### config.mk
export PLATFORM = sky130hd
export DESIGN_NAME = ttb_queue
export DESIGN_NICKNAME = d
export VERILOG_FILES = /design/src/hdl/ttb_pkg.sv /design/src/hdl/ttb_queue.sv
export SDC_FILE = /design/constraint.sdc
export NUM_CORES = 1
export LEC_CHECK = 0
export ABC_CLOCK_PERIOD_IN_PS = 15500
export BUFFER_PORTS_ARGS = -buffer_cell sky130_fd_sc_hd__buf_2
export CAP_MARGIN = 20
export CORE_AREA = 3 3 257 259
export DETAILED_ROUTE_END_ITERATION = 16
export DIE_AREA = 0 0 260 262
export PLACE_DENSITY = 0.65
export SLEW_MARGIN = 40
export SYNTH_ARGS = -nofsm -noshare
export SYNTH_HDL_FRONTEND = slang
export SYNTH_SLANG_ARGS = --single-unit
### constraint.sdc
create_clock -name aclk -period 15.5 [get_ports aclk]
set_input_delay 1.55 -clock aclk [delete_from_list [all_inputs] [get_ports aclk]]
set_output_delay 1.55 -clock aclk [all_outputs]
set_load 0.03 [all_outputs]
### src/hdl/ttb_pkg.sv
package ttb_pkg;

    // Q16.16 data word, edge and UV delta widths
    localparam int DATA_W  = 32;
    localparam int DELTA_W = DATA_W + 1;
    localparam int PROD_W  = 2 * DELTA_W;
    localparam int ACC_W   = PROD_W + 2;
    localparam int FRAC_W  = 16;
    localparam int CFG_IDX_W = 8;

    // configuration register indexes
    localparam logic [CFG_IDX_W-1:0] REG_USE_PLANAR_UV = 8'd0;
    localparam logic [CFG_IDX_W-1:0] REG_PLANAR_SCALE  = 8'd1;
    localparam logic [DATA_W-1:0]    PLANAR_SCALE_ONE  = 32'h0001_0000;

    // triangle queue between front and back
    localparam int QDEPTH = 2;
    localparam int QPTR_W = $clog2(QDEPTH);

    typedef logic signed [DELTA_W-1:0] delta_t;

    typedef struct packed {
        delta_t e1_x;
        delta_t e1_y;
        delta_t e1_z;
        delta_t e2_x;
        delta_t e2_y;
        delta_t e2_z;
        delta_t du1;
        delta_t dv1;
        delta_t du2;
        delta_t dv2;
    } tri_t;

endpackage

### src/hdl/ttb_queue.sv
module ttb_queue
    import ttb_pkg::*;
(
    input  logic aclk,
    input  logic aresetn,
    input  logic push,
    input  tri_t push_data,
    output logic full,
    input  logic pop,
    output logic pop_valid,
    output tri_t pop_data
);

    tri_t                slot_reg [QDEPTH];
    logic [QPTR_W-1:0]   wr_ptr_reg;
    logic [QPTR_W-1:0]   rd_ptr_reg;
    logic [QPTR_W:0]     count_reg;

    assign full      = (count_reg == (QPTR_W+1)'(QDEPTH));
    assign pop_valid = (count_reg != '0);
    assign pop_data  = slot_reg[rd_ptr_reg];

    // store pushed triangles
    always_ff @(posedge aclk) begin
        if (push) begin
            slot_reg[wr_ptr_reg] <= push_data;
        end
    end

    // advance pointers and fill level
    always_ff @(posedge aclk) begin
        if (!aresetn) begin
            wr_ptr_reg <= '0;
            rd_ptr_reg <= '0;
            count_reg  <= '0;
        end else begin
            if (push) begin
                wr_ptr_reg <= wr_ptr_reg + 1'b1;
            end
            if (pop) begin
                rd_ptr_reg <= rd_ptr_reg + 1'b1;
            end
            if (push && !pop) begin
                count_reg <= count_reg + 1'b1;
            end else if (pop && !push) begin
                count_reg <= count_reg - 1'b1;
            end
        end
    end

endmodule

==> impl_metrics.csv, run 1 <==
group,metric,value,unit
clocking,clkTransAtPathRegs,0.06,ns
setup_path,worstSetupStartpointType,"flip-flop",
route,met1_routed_wirelength_after_detailed_routing,20000,µm
grt,grt_pass1_vias,13204,
grt,grt_max_degree,97,
clocking,tritoncts,"done",
sta,final_slew_violations,0,
synthesis,ys_ff_latch,665,
die,core_area,64100,µm²
power,p_int,3.25,mW
synthesis,synthesis.instances,1049,
die,die_area,68100,µm²
route,drt-vias-per-instance,4.65,
route,met2_wirelength,30500,µm
placement,finalWeightedCongestion,0.824,
route,met3WireLength,4770,µm
sta,worst-slew-pin-transition,0.793,ns
synthesis,async_flop_share,0,%
power,power-per-cell-area,136,nW/µm²
synthesis,synth_nets,1384,
power,irDropWorstVdd,0.0000883,V
setup_path,endpoint_kind,"output port",
hold_path,worstHoldPathType,"reg2reg",
sta,layout_worst_path_cycle_share,37.4,%
placement,numPortBuffers,665,
die,pin_count,666,
clocking,post_cts.resized_instances,0,
grt,grt_first_pass_wirelength,80900,µm
sta,max_freq,172,MHz
sta,hold_viol,0,
layout,design_area,31800,µm²
route,routed_wirelength,57300,µm
clocking,tritoncts_buffers,71,
sta,worst_slew_margin_rel,47.1,%
power,pwr-share-seq,48.9,%
layout,largest_register_ffs,660,
power,total_switching_power,1.07,mW
setup_path,worst-endpoint-arrival,4.25,ns
synthesis,main_flop_type_after_synthesis,"sky130_fd_sc_hd__edfxtp_1",
power,comb_power_share,14.0,%
route,topRoutingLayerUsed,"met5",
placement,hpwlAfterDp,40200,µm
grt,grt_util_all_layers,15.8,%
grt,grt-ovfl-total,0,
setup_path,required_worst_endpoint,13.95,ns
synthesis,mean_area_per_synthesized_cell,24.4,µm²
route,final_antenna_net_count,0,
die,fp.dieH,262,µm
clocking,ctsHoldBuffers,0,
route,drt_iter0_markers,834,
sta,fin_crit,5.80,ns
synthesis,fraction_of_synthesized_cell_area_taken_by_the_top_area_cell_type,77.5,%
power,power.share.clock,37.1,%
die,placementRows,93,
clocking,clock-sinks,665,
route,num_vias,12519,
synthesis,synthesis.area,25600,µm²
layout,synthToLayoutAreaGrowth,24.4,%
sta,hold_ws,0.521,ns
synthesis,yosysWarnings,0,
power,swShare,24.8,%
clocking,insertion_delay,0.59,ns
route,route.detailed.wl_per_inst,21.3,µm
placement,placement.cell_area,29500,µm²
route,dr.pass1.iters,4,
sta,finalSetupViolations,0,
die,die_x,260,µm
synthesis,synth.largest_area_cell,"sky130_fd_sc_hd__edfxtp_1",
outcome,status,"completed",
synthesis,netlist-cell-type-count,18,
flow_run,max_cap_violations,0,
route,drc_errors,0,
sta,grt_setup_unrepaired,"no",
clocking,cts_setup_buffers,0,
clocking,ctsLongestPathBuffers,3,
die,start_util,39.9,%
clocking,clockRootBuffer,"sky130_fd_sc_hd__clkbuf_16",
setup_path,maximum_fanout_along_the_worst_path,58,
layout,fin_nets,2100,
grt,antenna_violations_before_repair,22,
layout,drive_above_1_share,61.2,%
clocking,htree_levels,3,
setup_path,critPathKind,"reg2out",
synthesis,count_of_flip_flops_with_a_built_in_enable_after_synthesis,660,
synthesis,seq_area_frac_synth,77.9,%
sta,finClkSkew,0.0170,ns
power,leakage,12.5,nW
sta,setup-tns-final,0,ns
synthesis,synthTopCellsByArea,"sky130_fd_sc_hd__edfxtp_1 78%, sky130_fd_sc_hd__mux2_4 18%, sky130_fd_sc_hd__buf_12 2.6%, sky130_fd_sc_hd__mux2_2 1.3%, sky130_fd_sc_hd__dfxtp_1 0.39%",
-- synthesized netlist by cell type, types with 2 or more instances --
| cell | number |
|---|---|
| sky130_fd_sc_hd__xor2_1 | 2 |
| sky130_fd_sc_hd__mux2_2 | 30 |
| sky130_fd_sc_hd__edfxtp_1 | 660 |
| sky130_fd_sc_hd__buf_2 | 3 |
| sky130_fd_sc_hd__buf_12 | 33 |
| sky130_fd_sc_hd__mux2_4 | 300 |
| sky130_fd_sc_hd__nor2b_1 | 3 |
| sky130_fd_sc_hd__dfxtp_1 | 5 |
| sky130_fd_sc_hd__and2_1 | 4 |
-- worst max-delay path, stage by stage, from the launching register on --
cell and delay (ns):
sky130_fd_sc_hd__dfxtp_4 0.69, sky130_fd_sc_hd__buf_12 0.32, sky130_fd_sc_hd__buf_6 0.61, sky130_fd_sc_hd__buf_6 0.67
sky130_fd_sc_hd__buf_6 0.62, sky130_fd_sc_hd__mux2_4 0.36, sky130_fd_sc_hd__buf_2 0.18
-- layer usage --
layer  global-route usage (%)  up-vias
met5                        0        -
met1                     17.4     6267
met2                     27.8      458
met3                     5.42      120
li1                         -     5664
met4                     6.96       10
-- cells in the final DEF (no fill, tap or decap) --
cell	count
sky130_fd_sc_hd__bufinv_16	4
sky130_fd_sc_hd__buf_4	1
sky130_fd_sc_hd__dfxtp_1	4
sky130_fd_sc_hd__clkinv_2	14
sky130_fd_sc_hd__clkinv_1	19
sky130_fd_sc_hd__buf_6	8
sky130_fd_sc_hd__or3_1	1
sky130_fd_sc_hd__clkbuf_16	72
sky130_fd_sc_hd__inv_6	3
sky130_fd_sc_hd__clkinvlp_4	4
sky130_fd_sc_hd__xnor2_1	1
sky130_fd_sc_hd__buf_2	665
sky130_fd_sc_hd__a21boi_0	1
sky130_fd_sc_hd__or2_2	1
sky130_fd_sc_hd__xor2_1	2
sky130_fd_sc_hd__inv_1	1
sky130_fd_sc_hd__diode_2	17
sky130_fd_sc_hd__o21a_1	1
sky130_fd_sc_hd__o21ai_0	1
sky130_fd_sc_hd__inv_16	1
sky130_fd_sc_hd__ha_1	1
sky130_fd_sc_hd__and2_1	3
sky130_fd_sc_hd__mux2_4	300
sky130_fd_sc_hd__nor2b_1	2
sky130_fd_sc_hd__nor2b_4	1
sky130_fd_sc_hd__inv_8	1
sky130_fd_sc_hd__clkbuf_1	10
sky130_fd_sc_hd__buf_16	3
sky130_fd_sc_hd__mux2_2	30
sky130_fd_sc_hd__dfxtp_4	1
sky130_fd_sc_hd__edfxtp_1	660
sky130_fd_sc_hd__and2_4	1
sky130_fd_sc_hd__buf_12	3
sky130_fd_sc_hd__clkinv_8	3
-- kinds of logic (layout without fill, tap and decap cells) --
kind of cell,after synthesis,after routing,synth area share [%]
simple gates,9,9,0.220
buf+inv,38,812,2.70
fa+ha+maj,1,1,0.0489
compound gates,3,3,0.0783
xor+xnor,3,3,0.103
mux,330,330,18.9
flops,665,665,77.9
other cells,0,17,0
-- worst paths after layout --
path,startpoint,end,slack [ns],depth (start not counted)
hold reg to reg,count_reg[1]$_SDFFE_PN0P_,count_reg[1]$_SDFFE_PN0P_,0.52,2
hold / removal,count_reg[1]$_SDFFE_PN0P_,count_reg[1]$_SDFFE_PN0P_,0.52,2
setup / recovery,flip-flop,pop_data[204],9.70,6
setup reg to reg,wr_ptr_reg$_SDFFE_PN0P_,slot_reg[1][302]$_DFFE_PP_,12.68,3
-- stage by stage --
stage / worst slack [ns] / instances / power (mW) / util [%]
finish: 9.70 / 2695 / 4.32 / 49.6
global route: 9.47 / 2695 / 4.48 / 49.6
CTS: 9.38 / 2678 / 4.38 / 49.5
detailed placement: 10.04 / 2547 / 2.76 / 46.1
global placement: 9.44 / 2543 / 2.75 / 45.9
floorplan: 4.90 / 1049 / 2.62 / -
-- layout make-up --
type | instances | area (µm²)
diodes | 17 | 42.5
clock buffers | 82 | 1840
clock inverters | 49 | 398
fillers | 5270 | 32300
inverters | 1 | 3.75
multi-input cells | 346 | 4970
flip-flops and latches | 665 | 19900
well taps | 855 | 1070
repair buffers | 680 | 3570
-- power by group through the flow --
stage	Sequential (mW)	Combinational (mW)	Clock [mW]
2_1_floorplan	2.16	0.457	0
3_5_place_dp	2.15	0.613	0
4_1_cts	2.11	0.615	1.65
6_report	2.11	0.606	1.60
3_3_place_gp	2.15	0.600	0
5_1_grt	2.12	0.638	1.72
(Power assumes the default switching activity.)
==> run 2, diff against run 1 <==
ABC_AREA = 1   (was unset)
ABC_CLOCK_PERIOD_IN_PS = 4690   (was 15500)
clock period = 4.69 ns   (was 15.5 ns; I/O delays follow)
==> impl_metrics.csv, run 2 <==
group,metric,value,unit
route,route.detailed.wl_per_inst,21.1,µm
sta,setup-tns-final,0,ns
route,num_vias,12569,
synthesis,async_flop_share,0,%
hold_path,worstHoldPathType,"in2reg",
synthesis,synth.largest_area_cell,"sky130_fd_sc_hd__edfxtp_1",
layout,fillerInstances,5300,
placement,placement.cell_area,29600,µm²
grt,antenna_violations_before_repair,16,
layout,layout_common_cells,"665 x sky130_fd_sc_hd__buf_2, 660 x sky130_fd_sc_hd__edfxtp_1, 300 x sky130_fd_sc_hd__mux2_4",
route,final_antenna_net_count,0,
die,fp.dieH,262,µm
die,die_area,68100,µm²
layout,drive_above_1_share,60.5,%
sta,finalSetupViolations,0,
die,placementRows,93,
synthesis,count_of_flip_flops_with_a_built_in_enable_after_synthesis,660,
power,leakage,12.5,nW
power,post_layout_total_power,13.7,mW
outcome,status,"completed",
setup_path,worst-endpoint-arrival,2.65,ns
sta,final_slew_violations,0,
power,pwr-share-seq,51.0,%
setup_path,endpoint_kind,"output port",
synthesis,main_flop_type_after_synthesis,"sky130_fd_sc_hd__edfxtp_1",
clocking,clkTransAtPathRegs,0.06,ns
power,swShare,24.3,%
sta,grt_setup_unrepaired,"no",
synthesis,synthesis.instances,1062,
layout,design_area,31700,µm²
synthesis,yosysWarnings,0,
layout,largest_register_ffs,660,
sta,hold_viol,0,
clocking,clock-sinks,665,
die,die_x,260,µm
synthesis,fraction_of_synthesized_cell_area_taken_by_the_top_area_cell_type,77.5,%
route,routed_wirelength,57100,µm
sta,hold_ws,0.0693,ns
grt,grt_pass1_vias,13047,
sta,worst_slew_margin_rel,45.2,%
synthesis,netlist-cell-type-count,15,
synthesis,synth_nets,1397,
grt,grt_max_degree,116,
synthesis,seq_area_frac_synth,77.9,%
setup_path,maximum_fanout_along_the_worst_path,96,
placement,hpwlAfterDp,40100,µm
clocking,post_cts.resized_instances,0,
synthesis,mean_area_per_synthesized_cell,24.1,µm²
route,drt-vias-per-instance,4.65,
clocking,htree_levels,3,
power,power.share.clock,35.9,%
power,total_switching_power,3.33,mW
synthesis,synthTopCellsByArea,"sky130_fd_sc_hd__edfxtp_1 77%, sky130_fd_sc_hd__mux2_4 18%, sky130_fd_sc_hd__buf_12 2.6%, sky130_fd_sc_hd__mux2_2 1.3%, sky130_fd_sc_hd__dfxtp_1 0.39%",
clocking,cts_setup_buffers,0,
layout,final_util,49.4,%
synthesis,synthTopCellsByCount,"660 x sky130_fd_sc_hd__edfxtp_1, 300 x sky130_fd_sc_hd__mux2_4, 33 x sky130_fd_sc_hd__buf_12, 30 x sky130_fd_sc_hd__mux2_2, 9 x sky130_fd_sc_hd__nand2_1",
route,dr.pass1.iters,5,
setup_path,reg2reg_slack,2.68,ns
layout,fin_nets,2118,
setup_path,worstSetupStartpointType,"flip-flop",
power,irDropWorstVdd,0.000305,V
clocking,tritoncts,"done",
clocking,ctsHoldBuffers,0,
sta,max_freq,320,MHz
die,start_util,39.9,%
sta,layout_worst_path_cycle_share,66.5,%
synthesis,ys_ff_latch,665,
synthesis,synthesis.area,25600,µm²
route,drt_iter0_markers,799,
grt,grt-ovfl-total,0,
clocking,insertion_delay,0.58,ns
layout,synthToLayoutAreaGrowth,23.9,%
power,power-per-cell-area,432,nW/µm²
die,pin_count,666,
die,core_area,64100,µm²
power,comb_power_share,13.1,%
setup_path,critPathKind,"reg2out",
sta,finClkSkew,0.0163,ns
placement,placement.setup.worst_slack,2.16,ns
grt,grt_util_all_layers,15.9,%
layout,finish.cell_count_without_fillers,2703,
grt,grt_first_pass_wirelength,80600,µm
sta,fin_crit,3.12,ns
sta,layout_setup_ws,1.57,ns
setup_path,required_worst_endpoint,4.22,ns
placement,numPortBuffers,665,
clocking,ctsLongestPathBuffers,3,
placement,finalWeightedCongestion,0.797,
flow_run,max_cap_violations,0,
sta,worst-slew-pin-transition,0.822,ns
placement,dp_cells,2566,
power,p_int,10.4,mW
clocking,tritoncts_buffers,70,
clocking,clockRootBuffer,"sky130_fd_sc_hd__clkbuf_16",
layout,layout_commonest_cell,"sky130_fd_sc_hd__buf_2",
synthesis,post-synth-top-count-cell,"sky130_fd_sc_hd__edfxtp_1",
route,drc_errors,0,
==> run 2: cell types whose count changed after synthesis, moves of 2 or more <==
cell                      previous run  this run
sky130_fd_sc_hd__and2_1              4         0
sky130_fd_sc_hd__inv_1               1         8
sky130_fd_sc_hd__nand2_1             0         9
sky130_fd_sc_hd__nor2_1              0         8
sky130_fd_sc_hd__nor2b_1             3         0
sky130_fd_sc_hd__xor2_1              2         0
==> run 2: logic make-up after synthesis <==
family | synth area share, %
fa+ha+maj | 0.0489
mux | 18.9
simple gates | 0.294
flops | 77.9
compound gates | 0.0391
buf+inv | 2.80
==> run 2: path summary, 6_finish.rpt <==
check / startpoint / end / cells after the start
setup reg to reg: wr_ptr_reg$_SDFFE_PN0P_ / slot_reg[1][259]$_DFFE_PP_ / 4
setup / recovery: flip-flop / pop_data[319] / 3
hold reg to reg: rd_ptr_reg$_SDFFE_PN0P_ / rd_ptr_reg$_SDFFE_PN0P_ / 2
hold / removal: push_data[179] / slot_reg[0][179]$_DFFE_PP_ / 1
==> run 2: worst max-delay path, cell delays in order, from the launching register on <==
cell and delay (ns):
sky130_fd_sc_hd__dfxtp_4 0.72, sky130_fd_sc_hd__buf_12 0.56, sky130_fd_sc_hd__mux2_2 0.42, sky130_fd_sc_hd__buf_2 0.18
==> run 2: power groups by stage <==
stage               Combinational [mW]  Sequential, mW  Clock, mW
detailed placement                1.82            7.11          0
finish                            1.80            6.98       4.92
global placement                  1.79            7.09          0
CTS                               1.82            6.98       5.08
global route                      1.89            7.01       5.30
floorplan                         1.30            7.12          0
==> run 2: layer usage <==
metal  part of all wire (%)  GRT usage, %  wire [µm]  vias to the layer above
met1                     35          17.5      20100                     6286
met4                    3.0          6.63       1700                        6
met3                    8.3          5.21       4760                      104
met2                     53          28.2      30400                      471
met5                  0.070             0         40                        -
li1                       -             -          -                     5702
==> run 2: layout make-up <==
class                           count  area [µm²]  area share (%)
Timing Repair Buffer              686        3610            11.4
Clock buffer                       84        1830            5.76
Clock inverter                     39         208           0.656
Multi-Input combinational cell    352        4960            15.7
Sequential cell                   665       19900            62.9
Tap cell                          855        1070            3.38
Inverter                            8        46.3           0.146
Antenna cell                       14        35.0           0.111
==> run 3, diff against run 2 <==
ABC_CLOCK_PERIOD_IN_PS = 3000   (was 4690)
CORE_AREA = 3 3 259 261   (was 3 3 257 259)
DIE_AREA = 0 0 262 264   (was 0 0 260 262)
PLACE_DENSITY = unset   (was 0.65)
clock period = 3 ns   (was 4.69 ns; I/O delays follow)
==> impl_metrics.csv, run 3 (same netlist as run 2, synthesis figures left out) <==
group,metric,value,unit
sta,grt_setup_unrepaired,"no",
die,die_x,262,µm
sta,fin_crit,2.58,ns
placement,hpwlAfterDp,43700,µm
clocking,clockRootBuffer,"sky130_fd_sc_hd__clkbuf_16",
die,fp.dieH,264,µm
setup_path,cpMostUsedCell,"sky130_fd_sc_hd__buf_12",
layout,fin_nets,2466,
layout,drive_above_1_share,51.6,%
sta,finClkSkew,0.0191,ns
power,post_layout_total_power,22.1,mW
route,drt_iter0_markers,798,
clocking,htree_levels,3,
layout,finish.cell_count_without_fillers,3043,
layout,layout_common_cells,"665 x sky130_fd_sc_hd__buf_2, 660 x sky130_fd_sc_hd__edfxtp_1, 333 x sky130_fd_sc_hd__dlygate4sd3_1",
grt,grt_util_all_layers,17.7,%
route,route.detailed.wl_per_inst,20.6,µm
outcome,status,"completed",
die,start_util,39.5,%
grt,grt_max_degree,80,
setup_path,critical_path.n_buffers_inverters,3,
layout,synthToLayoutAreaGrowth,38.1,%
route,drc_errors,0,
sta,finalSetupViolations,0,
die,die_area,69200,µm²
hold_path,holdCritStartpoint,"push",
placement,numPortBuffers,665,
sta,worst_slew_margin_rel,62.5,%
route,final_antenna_net_count,0,
sta,final_slew_violations,0,
clocking,tritoncts,"done",
layout,design_area,35300,µm²
die,core_area,64700,µm²
die,placementRows,93,
grt,grt-ovfl-total,0,
hold_path,worstHoldPathType,"in2reg",
layout,largest_register_ffs,660,
flow_run,max_cap_violations,0,
route,drt-vias-per-instance,4.58,
sta,setup-tns-final,0,ns
setup_path,worst-endpoint-arrival,2.28,ns
placement,placement.setup.worst_slack,0.994,ns
power,leakage,14.0,nW
layout,final_util,54.6,%
sta,max_freq,388,MHz
route,dr.pass1.iters,5,
setup_path,critPathKind,"reg2out",
clocking,tritoncts_buffers,72,
sta,worst-slew-pin-transition,0.562,ns
grt,antenna_violations_before_repair,9,
setup_path,worst_r2r_startpoint,"wr_ptr_reg$_SDFFE_PN0P_",
sta,layout_setup_ws,0.422,ns
power,power-per-cell-area,626,nW/µm²
clocking,insertion_delay,0.60,ns
sta,hold_viol,0,
placement,finalWeightedCongestion,0.823,
setup_path,endpoint_kind,"output port",
setup_path,required_worst_endpoint,2.70,ns
setup_path,critPathSlowestCell,"sky130_fd_sc_hd__dfxtp_4",
setup_path,critical_path.cell_chain,"buf_12, buf_12, mux2_4, buf_2",
placement,dp_cells,2579,
setup_path,maximum_fanout_along_the_worst_path,25,
grt,grt_first_pass_wirelength,92300,µm
setup_path,largest_delay_share_family_worst_path,"buffers and inverters",
clocking,clock-sinks,665,
layout,layout_commonest_cell,"sky130_fd_sc_hd__buf_2",
sta,layout_worst_path_cycle_share,85.9,%
setup_path,worstSetupStartpointType,"flip-flop",
power,irDropWorstVdd,0.000487,V
placement,placement.cell_area,29800,µm²
setup_path,critical_path.max_stage_delay,0.61,ns
clocking,ctsLongestPathBuffers,3,
route,routed_wirelength,62700,µm
grt,grt_pass1_vias,15433,
route,num_vias,13931,
clocking,clkTransAtPathRegs,0.06,ns
die,pin_count,666,
sta,hold_ws,0.0852,ns
-- run 3: changes by cell type in the layout (fill, tap and decap cells not counted), sizes merged --
cell         change
inv              -2
dlygate4sd3    +333
buf             +13
diode            -7
clkbuf           +5
clkinv           -3
clkinvlp         +1
-- run 3: routing by layer --
metal | vias to the layer above | global-route usage [%] | wire (µm)
li1 | 6372 | - | -
met1 | 6898 | 19.4 | 22600
met2 | 520 | 31.4 | 32800
met3 | 137 | 5.00 | 4720
met4 | 4 | 8.36 | 2570
met5 | - | 0 | 27
-- run 3: layout make-up --
class	instances	area (µm²)
multi-input combinational	352	4950
tap	855	1070
antenna	7	17.5
clock buffer	89	1890
fill	5119	29400
inverter	8	41.3
clock inverter	35	236
sequential	665	19900
timing repair buffer	1032	7190
-- run 3: path summary, 6_finish.rpt --
kind | slack, ns | end | depth (start not counted)
setup reg to reg | 1.25 | slot_reg[1][140]$_DFFE_PP_ | 4
hold / removal | 0.09 | wr_ptr_reg$_SDFFE_PN0P_ | 3
setup / recovery | 0.42 | pop_data[174] | 4
hold reg to reg | 0.54 | flip-flop | 3
-- run 3: power breakdown --
part	switching, mW	internal (mW)	leakage [nW]
clock network	3.46	4.48	1.02
logic	1.85	1.40	6.73
registers	0.133	10.8	6.24
total	5.44	16.7	14.0
-- run 3: tightest hold or removal path, delay by kind of cell --
kind                   cells  cell delay [ns]
buffers and inverters      1             0.16
AND/OR/NAND/NOR            2             0.18
-- run 3: timing repair --
action	in CTS	in global routing
resized for setup	0	0
setup buffers	0	0
hold buffers	333	0
endpoints found under the hold margin	665	0
